===== src/rtl/core/cie_pkg.sv =====
package cie_pkg;

  localparam int STACK_DEPTH = 16;
  localparam int SP_W        = $clog2(STACK_DEPTH + 1);
  localparam int AD_W        = $clog2(STACK_DEPTH);
  localparam int VAL_W       = 48;
  localparam int FRAC_BITS   = 16;
  localparam int ACC_W       = VAL_W - FRAC_BITS;
  localparam int MUL_STEPS   = VAL_W;
  localparam int DIV_STEPS   = VAL_W + FRAC_BITS;
  localparam int CNT_W       = $clog2(DIV_STEPS);
  localparam int MAG_W       = 2 * VAL_W - FRAC_BITS;
  localparam int BAL_W       = 16;

  localparam logic [7:0] CH_LPAREN = 8'h28;
  localparam logic [7:0] CH_RPAREN = 8'h29;
  localparam logic [7:0] CH_MUL    = 8'h2A;
  localparam logic [7:0] CH_ADD    = 8'h2B;
  localparam logic [7:0] CH_SUB    = 8'h2D;
  localparam logic [7:0] CH_DIV    = 8'h2F;
  localparam logic [7:0] CH_ZERO   = 8'h30;
  localparam logic [7:0] CH_NINE   = 8'h39;

  typedef enum logic [2:0] {
    OP_PAREN = 3'd0,
    OP_ADD   = 3'd1,
    OP_SUB   = 3'd2,
    OP_MUL   = 3'd3,
    OP_DIV   = 3'd4
  } op_t;

  typedef enum logic [2:0] {
    ST_OK        = 3'd0,
    ST_PAREN     = 3'd1,
    ST_ILLEGAL   = 3'd2,
    ST_DIVZERO   = 3'd3,
    ST_MALFORMED = 3'd4,
    ST_OVERFLOW  = 3'd5
  } status_t;

  typedef enum logic [2:0] {
    S_IDLE,
    S_LOOP,
    S_RD,
    S_ALU,
    S_DONE
  } state_t;

  typedef enum logic [1:0] {
    M_PAREN,
    M_OP,
    M_FINAL
  } mode_t;

  typedef struct packed {
    logic ill;
    logic dz;
    logic mal;
    logic ovf;
  } err_t;

  typedef struct packed {
    logic                    start;
    op_t                     op;
    logic signed [VAL_W-1:0] a;
    logic signed [VAL_W-1:0] b;
  } alu_req_t;

  typedef struct packed {
    logic                    done;
    logic                    ovf;
    logic                    dz;
    logic signed [VAL_W-1:0] value;
  } alu_rsp_t;

endpackage


===== src/rtl/core/cie_alu.sv =====
module cie_alu (
  input  logic              clk,
  input  logic              rst_n,
  input  cie_pkg::alu_req_t req,
  output cie_pkg::alu_rsp_t rsp
);

  localparam int VW = cie_pkg::VAL_W;
  localparam int MW = cie_pkg::MAG_W;
  localparam int DS = cie_pkg::DIV_STEPS;
  localparam int CW = cie_pkg::CNT_W;

  logic              busy_r;
  logic              is_div_r;
  logic              neg_r;
  logic [CW-1:0]     cnt_r;
  logic [2*VW-1:0]   p_r;
  logic [VW-1:0]     ub_r;
  logic [VW-1:0]     rem_r;
  logic [DS-1:0]     dvd_r;
  logic [DS-1:0]     q_r;
  cie_pkg::alu_rsp_t rsp_r;

  logic [VW-1:0]   ua, ub;
  logic            neg;
  logic [VW:0]     sum, smag;
  logic [VW:0]     as_res;
  logic [VW:0]     hsum;
  logic [2*VW-1:0] p_nxt;
  logic [VW:0]     rs, rd;
  logic            ge;
  logic [VW-1:0]   rem_nxt;
  logic [DS-1:0]   q_nxt;
  logic [VW:0]     mul_res, div_res;

  // saturate a magnitude into the signed range, returns {overflow, value}
  function automatic logic [VW:0] sat(input logic sneg, input logic [MW-1:0] mag);
    logic [MW-1:0] lim;
    logic          o;
    logic [VW-1:0] m;
    lim = sneg ? (MW'(1) << (VW - 1)) : ((MW'(1) << (VW - 1)) - MW'(1));
    o   = mag > lim;
    m   = o ? lim[VW-1:0] : mag[VW-1:0];
    return {o, (sneg ? (~m + VW'(1)) : m)};
  endfunction

  always_comb begin
    ua  = req.a[VW-1] ? (~req.a + VW'(1)) : req.a;
    ub  = req.b[VW-1] ? (~req.b + VW'(1)) : req.b;
    neg = req.a[VW-1] ^ req.b[VW-1];
    if (req.op == cie_pkg::OP_SUB) begin
      sum = {req.a[VW-1], req.a} - {req.b[VW-1], req.b};
    end else begin
      sum = {req.a[VW-1], req.a} + {req.b[VW-1], req.b};
    end
    smag   = sum[VW] ? (~sum + (VW+1)'(1)) : sum;
    as_res = sat(sum[VW], MW'(smag));

    hsum  = {1'b0, p_r[2*VW-1:VW]} + (p_r[0] ? {1'b0, ub_r} : '0);
    p_nxt = {hsum, p_r[VW-1:1]};

    rs      = {rem_r, dvd_r[DS-1]};
    ge      = rs >= {1'b0, ub_r};
    rd      = ge ? (rs - {1'b0, ub_r}) : rs;
    rem_nxt = rd[VW-1:0];
    q_nxt   = {q_r[DS-2:0], ge};

    mul_res = sat(neg_r, p_nxt[2*VW-1:cie_pkg::FRAC_BITS]);
    div_res = sat(neg_r, MW'(q_nxt));
  end

  always_ff @(posedge clk) begin
    if (!rst_n) begin
      busy_r <= 1'b0;
      rsp_r  <= '0;
    end else begin
      if (req.start) begin
        neg_r <= neg;
        ub_r  <= ub;
        case (req.op)
          cie_pkg::OP_ADD, cie_pkg::OP_SUB: begin
            rsp_r <= {1'b1, as_res[VW], 1'b0, as_res[VW-1:0]};
          end
          cie_pkg::OP_MUL: begin
            busy_r     <= 1'b1;
            is_div_r   <= 1'b0;
            p_r        <= (2*VW)'(ua);
            cnt_r      <= CW'(cie_pkg::MUL_STEPS - 1);
            rsp_r.done <= 1'b0;
          end
          cie_pkg::OP_DIV: begin
            if (ub == '0) begin
              rsp_r <= {1'b1, 1'b0, 1'b1, {VW{1'b0}}};
            end else begin
              busy_r     <= 1'b1;
              is_div_r   <= 1'b1;
              dvd_r      <= DS'(ua) << cie_pkg::FRAC_BITS;
              rem_r      <= '0;
              q_r        <= '0;
              cnt_r      <= CW'(DS - 1);
              rsp_r.done <= 1'b0;
            end
          end
          default: begin
            rsp_r <= {1'b1, 1'b0, 1'b0, {VW{1'b0}}};
          end
        endcase
      end else if (busy_r) begin
        cnt_r <= cnt_r - CW'(1);
        if (is_div_r) begin
          rem_r <= rem_nxt;
          q_r   <= q_nxt;
          dvd_r <= dvd_r << 1;
        end else begin
          p_r <= p_nxt;
        end
        if (cnt_r == '0) begin
          busy_r <= 1'b0;
          if (is_div_r) begin
            rsp_r <= {1'b1, div_res[VW], 1'b0, div_res[VW-1:0]};
          end else begin
            rsp_r <= {1'b1, mul_res[VW], 1'b0, mul_res[VW-1:0]};
          end
        end else begin
          rsp_r.done <= 1'b0;
        end
      end else begin
        rsp_r.done <= 1'b0;
      end
    end
  end

  assign rsp = rsp_r;

endmodule


===== src/rtl/core/checked_infix_expression_evaluator_unit.sv =====
// channel | ports                                   | direction
// input   | in_valid in_stall in_char_code in_last_char | into block
// result  | out_valid out_stall out_value out_status     | out of block
//
// a digit or '(' or an illegal character not marked last is taken without a stall
// each operator reduction for +, -, * and / stalls the input until the arithmetic unit is done
// one shared arithmetic unit and a single write port per stack serve every reduction
// a last character adds the final reduction before the item is emitted
// rst_n is synchronous and clears all control state, no clearing pass
// in_stall is high while a character is being reduced or a result waits
module checked_infix_expression_evaluator_unit (
  input  logic                                   clk,
  input  logic                                   rst_n,
  input  logic                                   in_valid,
  output logic                                   in_stall,
  input  logic [7:0]                             in_char_code,
  input  logic                                   in_last_char,
  output logic                                   out_valid,
  input  logic                                   out_stall,
  output logic signed [cie_pkg::VAL_W-1:0]       out_value,
  output logic [2:0]                             out_status
);

  localparam int VW = cie_pkg::VAL_W;
  localparam int SW = cie_pkg::SP_W;
  localparam int AW = cie_pkg::AD_W;
  localparam int AC = cie_pkg::ACC_W;
  localparam int SD = cie_pkg::STACK_DEPTH;
  localparam logic [AC-1:0] ACC_LIM = {1'b0, {(AC-1){1'b1}}};

  cie_pkg::state_t state_r, state_nxt;
  cie_pkg::mode_t  mode_r, mode_nxt;
  logic            last_r, last_nxt;
  cie_pkg::op_t    pend_op_r, pend_op_nxt;
  cie_pkg::op_t    alu_op_r, alu_op_nxt;
  logic [SW-1:0]   oc_r, oc_nxt;
  logic [SW-1:0]   vc_r, vc_nxt;
  logic [AC-1:0]   acc_r, acc_nxt;
  logic            pnd_r, pnd_nxt;
  logic [cie_pkg::BAL_W-1:0] bal_r, bal_nxt;
  cie_pkg::err_t   err_r, err_nxt;
  logic            out_valid_r, out_valid_nxt;
  logic signed [VW-1:0] out_value_r, out_value_nxt;
  cie_pkg::status_t out_status_r, out_status_nxt;

  cie_pkg::op_t         ostk_r [SD];
  logic signed [VW-1:0] vstk [SD];
  logic signed [VW-1:0] rd_a_r, rd_b_r;

  logic                 os_we;
  logic [AW-1:0]        os_wa;
  cie_pkg::op_t         os_wd;
  logic                 vs_we;
  logic [AW-1:0]        vs_wa;
  logic signed [VW-1:0] vs_wd;

  logic [SW-1:0]   vcm1, vcm2, ocm1;
  cie_pkg::op_t    top_op;
  logic            has_op;
  logic            is_dig;
  logic [AC+3:0]   acc_ext, acc_wide;
  logic [AC-1:0]   acc_upd, fval;
  logic            flush;
  logic            do_apply, do_post;
  cie_pkg::op_t    apply_op;
  cie_pkg::op_t    char_op;
  logic            fin_mal;

  cie_pkg::alu_req_t alu_req;
  cie_pkg::alu_rsp_t alu_rsp;

  function automatic logic [1:0] prec(input cie_pkg::op_t op);
    case (op)
      cie_pkg::OP_MUL, cie_pkg::OP_DIV: prec = 2'd2;
      cie_pkg::OP_ADD, cie_pkg::OP_SUB: prec = 2'd1;
      default:                          prec = 2'd0;
    endcase
  endfunction

  cie_alu u_alu (
    .clk   (clk),
    .rst_n (rst_n),
    .req   (alu_req),
    .rsp   (alu_rsp)
  );

  always_comb begin
    vcm1   = vc_r - SW'(1);
    vcm2   = vc_r - SW'(2);
    ocm1   = oc_r - SW'(1);
    top_op = ostk_r[ocm1[AW-1:0]];
    has_op = oc_r != '0;

    is_dig   = in_char_code inside {[cie_pkg::CH_ZERO:cie_pkg::CH_NINE]};
    acc_ext  = (AC+4)'(acc_r);
    acc_wide = (acc_ext << 3) + (acc_ext << 1) + (AC+4)'(in_char_code[3:0]);
    acc_upd  = (acc_wide > (AC+4)'(ACC_LIM)) ? ACC_LIM : acc_wide[AC-1:0];
    flush    = is_dig ? in_last_char : pnd_r;
    fval     = is_dig ? acc_upd : acc_r;

    case (in_char_code)
      cie_pkg::CH_ADD: char_op = cie_pkg::OP_ADD;
      cie_pkg::CH_SUB: char_op = cie_pkg::OP_SUB;
      cie_pkg::CH_MUL: char_op = cie_pkg::OP_MUL;
      default:         char_op = cie_pkg::OP_DIV;
    endcase

    state_nxt      = state_r;
    mode_nxt       = mode_r;
    last_nxt       = last_r;
    pend_op_nxt    = pend_op_r;
    alu_op_nxt     = alu_op_r;
    oc_nxt         = oc_r;
    vc_nxt         = vc_r;
    acc_nxt        = acc_r;
    pnd_nxt        = pnd_r;
    bal_nxt        = bal_r;
    err_nxt        = err_r;
    out_valid_nxt  = out_valid_r & out_stall;
    out_value_nxt  = out_value_r;
    out_status_nxt = out_status_r;
    os_we          = 1'b0;
    os_wa          = oc_r[AW-1:0];
    os_wd          = pend_op_r;
    vs_we          = 1'b0;
    vs_wa          = vc_r[AW-1:0];
    vs_wd          = alu_rsp.value;
    do_apply       = 1'b0;
    do_post        = 1'b0;
    apply_op       = top_op;
    fin_mal        = err_r.mal | (vc_r != SW'(1));
    alu_req        = '0;
    alu_req.op     = alu_op_r;
    alu_req.a      = rd_a_r;
    alu_req.b      = rd_b_r;

    case (state_r)
      cie_pkg::S_IDLE: begin
        if (in_valid) begin
          last_nxt = in_last_char;
          if (flush) begin
            acc_nxt = '0;
            pnd_nxt = 1'b0;
            if (vc_r >= SW'(SD)) begin
              err_nxt.ovf = 1'b1;
            end else begin
              vs_we  = 1'b1;
              vs_wd  = VW'(fval) << cie_pkg::FRAC_BITS;
              vc_nxt = vc_r + SW'(1);
            end
          end else if (is_dig) begin
            acc_nxt = acc_upd;
            pnd_nxt = 1'b1;
          end
          if (is_dig && (acc_wide > (AC+4)'(ACC_LIM))) begin
            err_nxt.ovf = 1'b1;
          end
          mode_nxt  = cie_pkg::M_FINAL;
          state_nxt = in_last_char ? cie_pkg::S_LOOP : cie_pkg::S_IDLE;
          if (!is_dig) begin
            case (in_char_code)
              cie_pkg::CH_LPAREN: begin
                bal_nxt = bal_r + cie_pkg::BAL_W'(1);
                if (oc_r >= SW'(SD)) begin
                  err_nxt.ovf = 1'b1;
                end else begin
                  os_we  = 1'b1;
                  os_wd  = cie_pkg::OP_PAREN;
                  oc_nxt = oc_r + SW'(1);
                end
              end
              cie_pkg::CH_RPAREN: begin
                bal_nxt   = bal_r - cie_pkg::BAL_W'(1);
                mode_nxt  = cie_pkg::M_PAREN;
                state_nxt = cie_pkg::S_LOOP;
              end
              cie_pkg::CH_ADD, cie_pkg::CH_SUB, cie_pkg::CH_MUL, cie_pkg::CH_DIV: begin
                pend_op_nxt = char_op;
                mode_nxt    = cie_pkg::M_OP;
                state_nxt   = cie_pkg::S_LOOP;
              end
              default: begin
                err_nxt.ill = 1'b1;
              end
            endcase
          end
        end
      end
      cie_pkg::S_LOOP: begin
        case (mode_r)
          cie_pkg::M_PAREN: begin
            if (!has_op) begin
              err_nxt.mal = 1'b1;
              do_post     = 1'b1;
            end else begin
              oc_nxt = ocm1;
              if (top_op == cie_pkg::OP_PAREN) begin
                do_post = 1'b1;
              end else begin
                do_apply = 1'b1;
              end
            end
          end
          cie_pkg::M_OP: begin
            if (has_op && (top_op != cie_pkg::OP_PAREN) &&
                (prec(pend_op_r) <= prec(top_op))) begin
              oc_nxt   = ocm1;
              do_apply = 1'b1;
            end else begin
              do_post = 1'b1;
              if (oc_r >= SW'(SD)) begin
                err_nxt.ovf = 1'b1;
              end else begin
                os_we  = 1'b1;
                oc_nxt = oc_r + SW'(1);
              end
            end
          end
          default: begin
            if (!has_op) begin
              state_nxt = cie_pkg::S_DONE;
            end else begin
              oc_nxt = ocm1;
              if (top_op == cie_pkg::OP_PAREN) begin
                err_nxt.mal = 1'b1;
                state_nxt   = cie_pkg::S_DONE;
              end else begin
                do_apply = 1'b1;
              end
            end
          end
        endcase
        if (do_post) begin
          mode_nxt  = cie_pkg::M_FINAL;
          state_nxt = last_r ? cie_pkg::S_LOOP : cie_pkg::S_IDLE;
        end
        if (do_apply) begin
          if (vc_r < SW'(2)) begin
            err_nxt.mal = 1'b1;
          end else begin
            alu_op_nxt = apply_op;
            state_nxt  = cie_pkg::S_RD;
          end
        end
      end
      cie_pkg::S_RD: begin
        alu_req.start = 1'b1;
        state_nxt     = cie_pkg::S_ALU;
      end
      cie_pkg::S_ALU: begin
        if (alu_rsp.done) begin
          vs_we       = 1'b1;
          vs_wa       = vcm2[AW-1:0];
          vs_wd       = alu_rsp.value;
          vc_nxt      = vcm1;
          err_nxt.ovf = err_r.ovf | alu_rsp.ovf;
          err_nxt.dz  = err_r.dz | alu_rsp.dz;
          state_nxt   = cie_pkg::S_LOOP;
        end
      end
      cie_pkg::S_DONE: begin
        if (!out_valid_r || !out_stall) begin
          out_valid_nxt = 1'b1;
          out_value_nxt = '0;
          if (bal_r != '0) begin
            out_status_nxt = cie_pkg::ST_PAREN;
          end else if (err_r.ill) begin
            out_status_nxt = cie_pkg::ST_ILLEGAL;
          end else if (err_r.dz) begin
            out_status_nxt = cie_pkg::ST_DIVZERO;
          end else if (fin_mal) begin
            out_status_nxt = cie_pkg::ST_MALFORMED;
          end else if (err_r.ovf) begin
            out_status_nxt = cie_pkg::ST_OVERFLOW;
          end else begin
            out_status_nxt = cie_pkg::ST_OK;
            out_value_nxt  = rd_b_r;
          end
          oc_nxt    = '0;
          vc_nxt    = '0;
          acc_nxt   = '0;
          pnd_nxt   = 1'b0;
          bal_nxt   = '0;
          err_nxt   = '0;
          last_nxt  = 1'b0;
          state_nxt = cie_pkg::S_IDLE;
        end
      end
      default: begin
        state_nxt = cie_pkg::S_IDLE;
      end
    endcase
  end

  always_ff @(posedge clk) begin
    if (!rst_n) begin
      state_r     <= cie_pkg::S_IDLE;
      mode_r      <= cie_pkg::M_FINAL;
      last_r      <= 1'b0;
      oc_r        <= '0;
      vc_r        <= '0;
      acc_r       <= '0;
      pnd_r       <= 1'b0;
      bal_r       <= '0;
      err_r       <= '0;
      out_valid_r <= 1'b0;
    end else begin
      state_r     <= state_nxt;
      mode_r      <= mode_nxt;
      last_r      <= last_nxt;
      oc_r        <= oc_nxt;
      vc_r        <= vc_nxt;
      acc_r       <= acc_nxt;
      pnd_r       <= pnd_nxt;
      bal_r       <= bal_nxt;
      err_r       <= err_nxt;
      out_valid_r <= out_valid_nxt;
    end
  end

  always_ff @(posedge clk) begin
    pend_op_r    <= pend_op_nxt;
    alu_op_r     <= alu_op_nxt;
    out_value_r  <= out_value_nxt;
    out_status_r <= out_status_nxt;
    if (os_we) begin
      ostk_r[os_wa] <= os_wd;
    end
  end

  // value stack, registered reads at the two top entries
  always_ff @(posedge clk) begin
    if (vs_we) begin
      vstk[vs_wa] <= vs_wd;
    end
    rd_a_r <= vstk[vcm2[AW-1:0]];
    rd_b_r <= vstk[vcm1[AW-1:0]];
  end

  assign in_stall   = state_r != cie_pkg::S_IDLE;
  assign out_valid  = out_valid_r;
  assign out_value  = out_value_r;
  assign out_status = out_status_r;

endmodule


===== config.mk =====
export PLATFORM = sky130hd
export DESIGN_NAME = checked_infix_expression_evaluator_unit
export DESIGN_NICKNAME = d
export VERILOG_FILES = /design/src/rtl/core/cie_pkg.sv /design/src/rtl/core/cie_alu.sv /design/src/rtl/core/checked_infix_expression_evaluator_unit.sv
export SDC_FILE = /design/constraint.sdc
export NUM_CORES = 2
export LEC_CHECK = 0
export ABC_CLOCK_PERIOD_IN_PS = 12200
export BUFFER_PORTS_ARGS = -buffer_cell sky130_fd_sc_hd__buf_4
export CORE_MARGIN = 2
export CORE_UTILIZATION = 58
export CTS_CLUSTER_SIZE = 10
export DETAILED_ROUTE_END_ITERATION = 16
export PLACE_DENSITY = 0.81
export SYNTH_ARGS = -nofsm -noshare
export SYNTH_HDL_FRONTEND = slang
export SYNTH_SLANG_ARGS = --single-unit

===== constraint.sdc =====
create_clock -name clk -period 12.2 [get_ports clk]
set_clock_uncertainty 0.1 [all_clocks]
set_input_delay 1.83 -clock clk [delete_from_list [all_inputs] [get_ports clk]]
set_output_delay 1.83 -clock clk [all_outputs]
set_load 0.02 [all_outputs]

Word level (Yosys, flattened, before mapping):

Memories as Yosys holds them, arrays and structs flattened. A register that Yosys moved wholly into a read port is not among the register bits.
Cells that the tools add are included.

* memory bits (writable): 816
* register bits after elaboration: 506
* input bits: 13
* memories: 2
* logic and storage cells: 366

Memory list
* vstk: depth 16, bits a word 48, rd ports 2, clocked after Yosys merged registers in 2, write ports 1, line checked_infix_expression_evaluator_unit.sv:47 `logic signed [VW-1:0] vstk [SD];`
* ostk_r: depth 16, bits a word 3, rd ports 1, clocked after Yosys merged registers in 0, write ports 1, line checked_infix_expression_evaluator_unit.sv:46 `cie_pkg::op_t ostk_r [SD];`

* add/subtract/negate cells: 20
* magnitude comparators: 11
* mux-type cells: 182
* reductions and logical operators: 59
* bitwise logic cells: 13
* eq/ne operators: 48

Operators by type and width (number)
* $mux W48: 21
* $mux W96: 4
* $mux W64: 5
* $mux W63: 5
* $not A48 Y48: 5
* $mux W50: 4
* $mux W32: 5
* $pmux W50 S3: 1
* $add A48 B1 Y48 const B: 3
* $mux W49: 2
* $add A48 B2 Y48 const B: 2
* $gt A49 B80 Y1: 1
* $gt A80 B80 Y1: 1
* $gt A64 B48 Y1: 1
* $pmux W16 S2: 2
* $pmux W32 S2: 1
* $mux W1: 63
* $mux W5: 12
* $mux W51: 1
* $add A48 B48 Y49: 1
* $add A48 B49 Y49: 1
* $add A49 B1 Y49 const B: 1
* $ge A49 B48 Y1: 1
* $not A49 Y49: 1
* 66 further kinds: 189

Logic depth before layout (Yosys ltp):

An unclocked memory read counts as a cell.

* depth in word-level cells: 16
* gate-level depth with buffers: 53
* depth with buffers taken out: 41

By module:

From an unflattened synthesis, not the netlist that was laid out.

* cell total of the unflattened synthesis: 7335
* area, all modules: 85004.0 µm²

By module, submodules not included
* checked_infix_expression_evaluator_unit: times used 1, sequential area each 29538.3 µm², cells an instance 2641, area an instance 47535.6 µm²
* cie_alu: times used 1, sequential area each 10380.0 µm², cells an instance 4694, area an instance 37468.4 µm²

Worst setup path after synthesis:

OpenSTA, ideal clock, no wires.

* path type: register to register
* from: reg rd_b_r[19] (read register of vstk)
* to: reg u_alu.rsp_r, in the netlist u_alu.rsp[42]
* slack: 0.449 ns
* data arrival time: 11.591 ns
* cell stages (with the launch flop): 48
* library setup time: 0.060 ns
* clock period less this slack: 11.751 ns
* buffers on the path: 13
* required time: 12.040 ns
* cells stage by stage: dfxtp_1 -> clkbuf_1 -> or4_1 -> or4_1 -> or3_1 -> clkbuf_1 -> or3_1 -> or2_2 -> o31ai_1 -> xor2_1 -> ha_1 -> clkbuf_1 -> a21o_1 -> a21oi_1 -> o21ai_0 -> a21oi_1 -> o2bb2ai_1 -> o211a_1 -> [12 not listed] -> a211oi_2 -> o221ai_1 -> or2_1 -> o41a_1 -> a211o_1 -> nand2_1 -> clkbuf_1 -> clkbuf_1 -> nor2_1 -> nor2_1 -> ha_1 -> nand2_1 -> nor3_1 -> a31oi_2 -> o41a_1 -> mux2_1 -> a311oi_1 -> o221a_1

* word-level cells in the longest chain between the ends: 12
* elaborated cells between the ends (all ways): 20

Ends and longest elaborated chain
* start: declaration: line checked_infix_expression_evaluator_unit.sv:48 `logic signed [VW-1:0] rd_a_r, rd_b_r;`
* $add A48 B48 Y49 or $sub A48 B48 Y49 (tied branches): line cie_alu.sv:54, cie_alu.sv:52
* $mux W49: line cie_alu.sv:51 `if (req.op == cie_pkg::OP_SUB) begin`
* $not A49 Y49: line cie_alu.sv:56 `smag = sum[VW] ? (~sum + (VW+1)'(1)) : sum;`
* $add A49 B1 Y49: line cie_alu.sv:56
* $mux W49: line cie_alu.sv:56
* $gt A49 B80 Y1: line cie_alu.sv:42 `o = mag > lim;`
* $mux W48: line cie_alu.sv:43 `m = o ? lim[VW-1:0] : mag[VW-1:0];`
* $not A48 Y48: line cie_alu.sv:44 `return {o, (sneg ? (~m + VW'(1)) : m)};`
* $add A48 B1 Y48: line cie_alu.sv:44
* $mux W48: line cie_alu.sv:44
* $pmux W50 S3: line cie_alu.sv:80 `case (req.op)`
* $mux W51: line cie_alu.sv:77 `if (req.start) begin`
* end signal: assignment: line cie_alu.sv:82 `rsp_r <= {1'b1, as_res[VW], 1'b0, as_res[VW-1:0]};`
* end signal: assignment: line cie_alu.sv:93 `rsp_r <= {1'b1, 1'b0, 1'b1, {VW{1'b0}}};`
* end signal: assignment: line cie_alu.sv:105 `rsp_r <= {1'b1, 1'b0, 1'b0, {VW{1'b0}}};`
* end: declaration: line cie_alu.sv:22 `cie_pkg::alu_rsp_t rsp_r;`

Several ways; a longest one is shown, not always the timed one.
A chain may end at the register's enable or synchronous reset.

Worst setup path in the final report:

* from: reg rd_b_r[4] (read register of vstk)
* to: reg u_alu.rsp_r, in the netlist u_alu.rsp[42]

The elaborated chain is that of the path after synthesis.

==> results.ini <==
[floorplanning]
num_rows=139
die_h_um=385.0
ios=66
core_um2=143800
chipWidth_um=385.0
start_util=0.5852
dieArea_um2=148200

[clocking]
clockBufferDepth=3
clk_pin_slew_ps=60
clk-insertion-delay-late_ps=850
cts_buffers=163
cts_tree=done
cts_setup_buffers=0
htree_num_levels=4
cts_sinks=1402
cts-root-buf=clkbuf_16

[global_route]
overflow=0
grt_start_max_net_pins=163
antenna_found_initial=26
grt_pass1_wl_mm=415.1
grt_usage=0.3781
grt_pass1_vias=62960

[outcome]
status=finished, violations left
violations=capacitance limit, slew limit

[place]
port_buffers=65
dp_hpwl_mm=189.2
routabilityCongestion=1.023
placed_area_um2=86800
placedCellCount=8913

[timing]
tightest_slew_ps=1510
setup_viol=0
drv_slew=17
finalCritPeriodShare=0.9442
timing.fmax_mhz=86.81
setup_tns_ps=0
slew_headroom=-0.01240
hold_violations=0
post-route-min-period_ps=11520

[synth]
dominantRegCellSynth=edfxtp_1
yosysSeqAreaShare=0.4742
async_flop_share=0
yosysWarnings=0
postSynthCellCount=7235
synth_seq_cells=1402
syn_area_per_cell_um2=11.63
synth_nets=7600
synth-edff-count=1184
syn-cell-area_um2=84170
synth_cell_types=127

[routing]
routed_via_density=7.218
postRouteAntennaNets=0
num_vias=66550
wl_per_cell_um=30.66
drt_iter0_drc=10490
route.detailed.drc=0
drt_wl_total_mm=282.6
drt-pass1-iter-count=8

[power]
power_frac_clock=0.374
seq_power_share=0.423
powerDensity_nw_per_um2=135.5
p_switching_uw=3858
swShare=0.3101
pwr-share-comb=0.203
vdd_drop_max_v=0.0001395
power.internal_uw=8584
leakage_uw=0.03145
total_power_uw=12440

[final_layout]
layout_common_cells=1184 x edfxtp_1, 514 x nor2_1, 505 x nand2_1
nets=7541
finalInstanceArea_um2=91840
final_common_cell=edfxtp_1
stdcell_count=9219
area_delta_synth_final_pct=9.106
drive_gt1_frac=0.1437

[worst_setup_path]
slowest_delay_ps=700
endpoint_kind=register
start_kind=register
criticalPathCategory=register to register
crit_slowest_cell=or4_1
arrival_ps=12160
cp_max_fo=10
reg2reg_depth=38
required_ps=12840

[run]
maxCapViolCount=1

[hold_path]
hp-class=register to register
whs_path_depth=2

area by class of cell:
| cell class | count | area, um2 |
|---|---|---|
| fillers | 10330 | 51990 |
| multi-input cells | 5217 | 42220 |
| flip-flops and latches | 1402 | 39930 |
| clock buffers | 271 | 4557 |
| well taps | 1903 | 2381 |
| repair buffers | 200 | 1577 |
| inverters | 192 | 720.7 |
| clock inverters | 24 | 429.2 |
| diodes | 10 | 25.02 |
what timing repair did:
item / in CTS / in global routing
gates resized for setup: 0 / 4
hold buffers: 0 / 0
endpoints found under the setup margin: 0 / 11
per-stage QoR:
| step | hold slack, ps | utilization | setup slack, ps |
|---|---|---|---|
| 5_1_grt | 430.4 | 0.6383 | -26.00 |
| 4_1_cts | 400.8 | 0.6381 | 641.0 |
| 6_report | 405.7 | 0.6385 | 680.5 |
| 3_5_place_dp | 393.1 | 0.6035 | 739.6 |
| 2_1_floorplan | 332.1 | - | 448.6 |
| 3_3_place_gp | 378.9 | 0.6035 | 946.2 |
worst paths after layout:
check	slack, ps	from	end
worst max-delay path	680	rd_b_r[4]	u_alu.rsp[42]
worst max register to register	680	rd_b_r[4]	u_alu.rsp[42]
worst min register to register	410	acc_r[27]	acc_r[27]
worst min-delay path	410	acc_r[27]	acc_r[27]
cells by family after synthesis:
logic type                 Yosys count  synth area share
and+or+nand+nor                   2119            0.1262
AOI/OAI and AO/OA                 1842            0.1424
DFF                               1402            0.4742
buffers and inverters              616           0.02833
muxes                              542            0.1381
xor gates and xnor gates           362           0.03776
adders and majority gates          352           0.05286
registers in the layout, summed over array words and instances, names as in the netlist, 48 cells and up:
signal / count
vstk: 768
u_alu.rsp: 51
u_alu.q_r: 63
u_alu.ub_r: 48
u_alu.dvd_r: 48
u_alu.rem_r: 48
rd_b_r: 48
out_value: 48
ostk_r: 48
u_alu.p_r: 96
rd_a_r: 48
power by group through the flow:
stage                     combinational, uW  sequential (uW)  clock (uW)
final                                  2520             5270        4650
after CTS                              2420             5260        4680
after global routing                   2660             5270        4850
after floorplan                        1740             5310           0
after detailed placement               2400             5360           0
after global placement                 2400             5360           0
routing by layer:
metal  global-route usage  vias up  share of wire  routed length [um]
met5                    0        -        0.00043                 121
met3              0.09919     1063           0.13               36900
met1               0.5076    32340           0.36              102900
met4               0.2015       18          0.062               17650
met2               0.5657     5076           0.44              125100
li1                     -    28050              -                   -
cell usage after synthesis (all sizes together) (56+ instances only):
master,count,area [um2]
nand2,508,1909
a21oi,474,2376
and2,206,1289
nor2,535,2008
o21ai,430,2160
nor4,82,564.3
nand4,86,544.3
and3,61,381.6
mux4,495,11150
a31oi,95,615.6
nor3,179,943.4
edfxtp,1184,35550
dfxtp,218,4364
o211ai,59,466.7
xor2,151,1330
xnor2,211,1848
or3,79,499.2
nor2b,56,350.3
clkbuf,343,1289
inv,190,713.2
nand3,126,645.6
o31ai,77,578.1
buf,81,375.3
ha,346,4329
a21o,143,1074
o21a,134,1015
critical path: cells and delay by family, from the launching register on:
family	cells	cell delay, ps
AO/OA/AOI/OAI	10	3070
AND/OR/NAND/NOR	19	5560
multiplexers	2	500
adder cells (fa/ha/maj)	3	1100
buffers and inverters	1	150
flip-flops	1	370
XOR/XNOR	3	590
No activity file was read; power rests on OpenSTA's default activity.
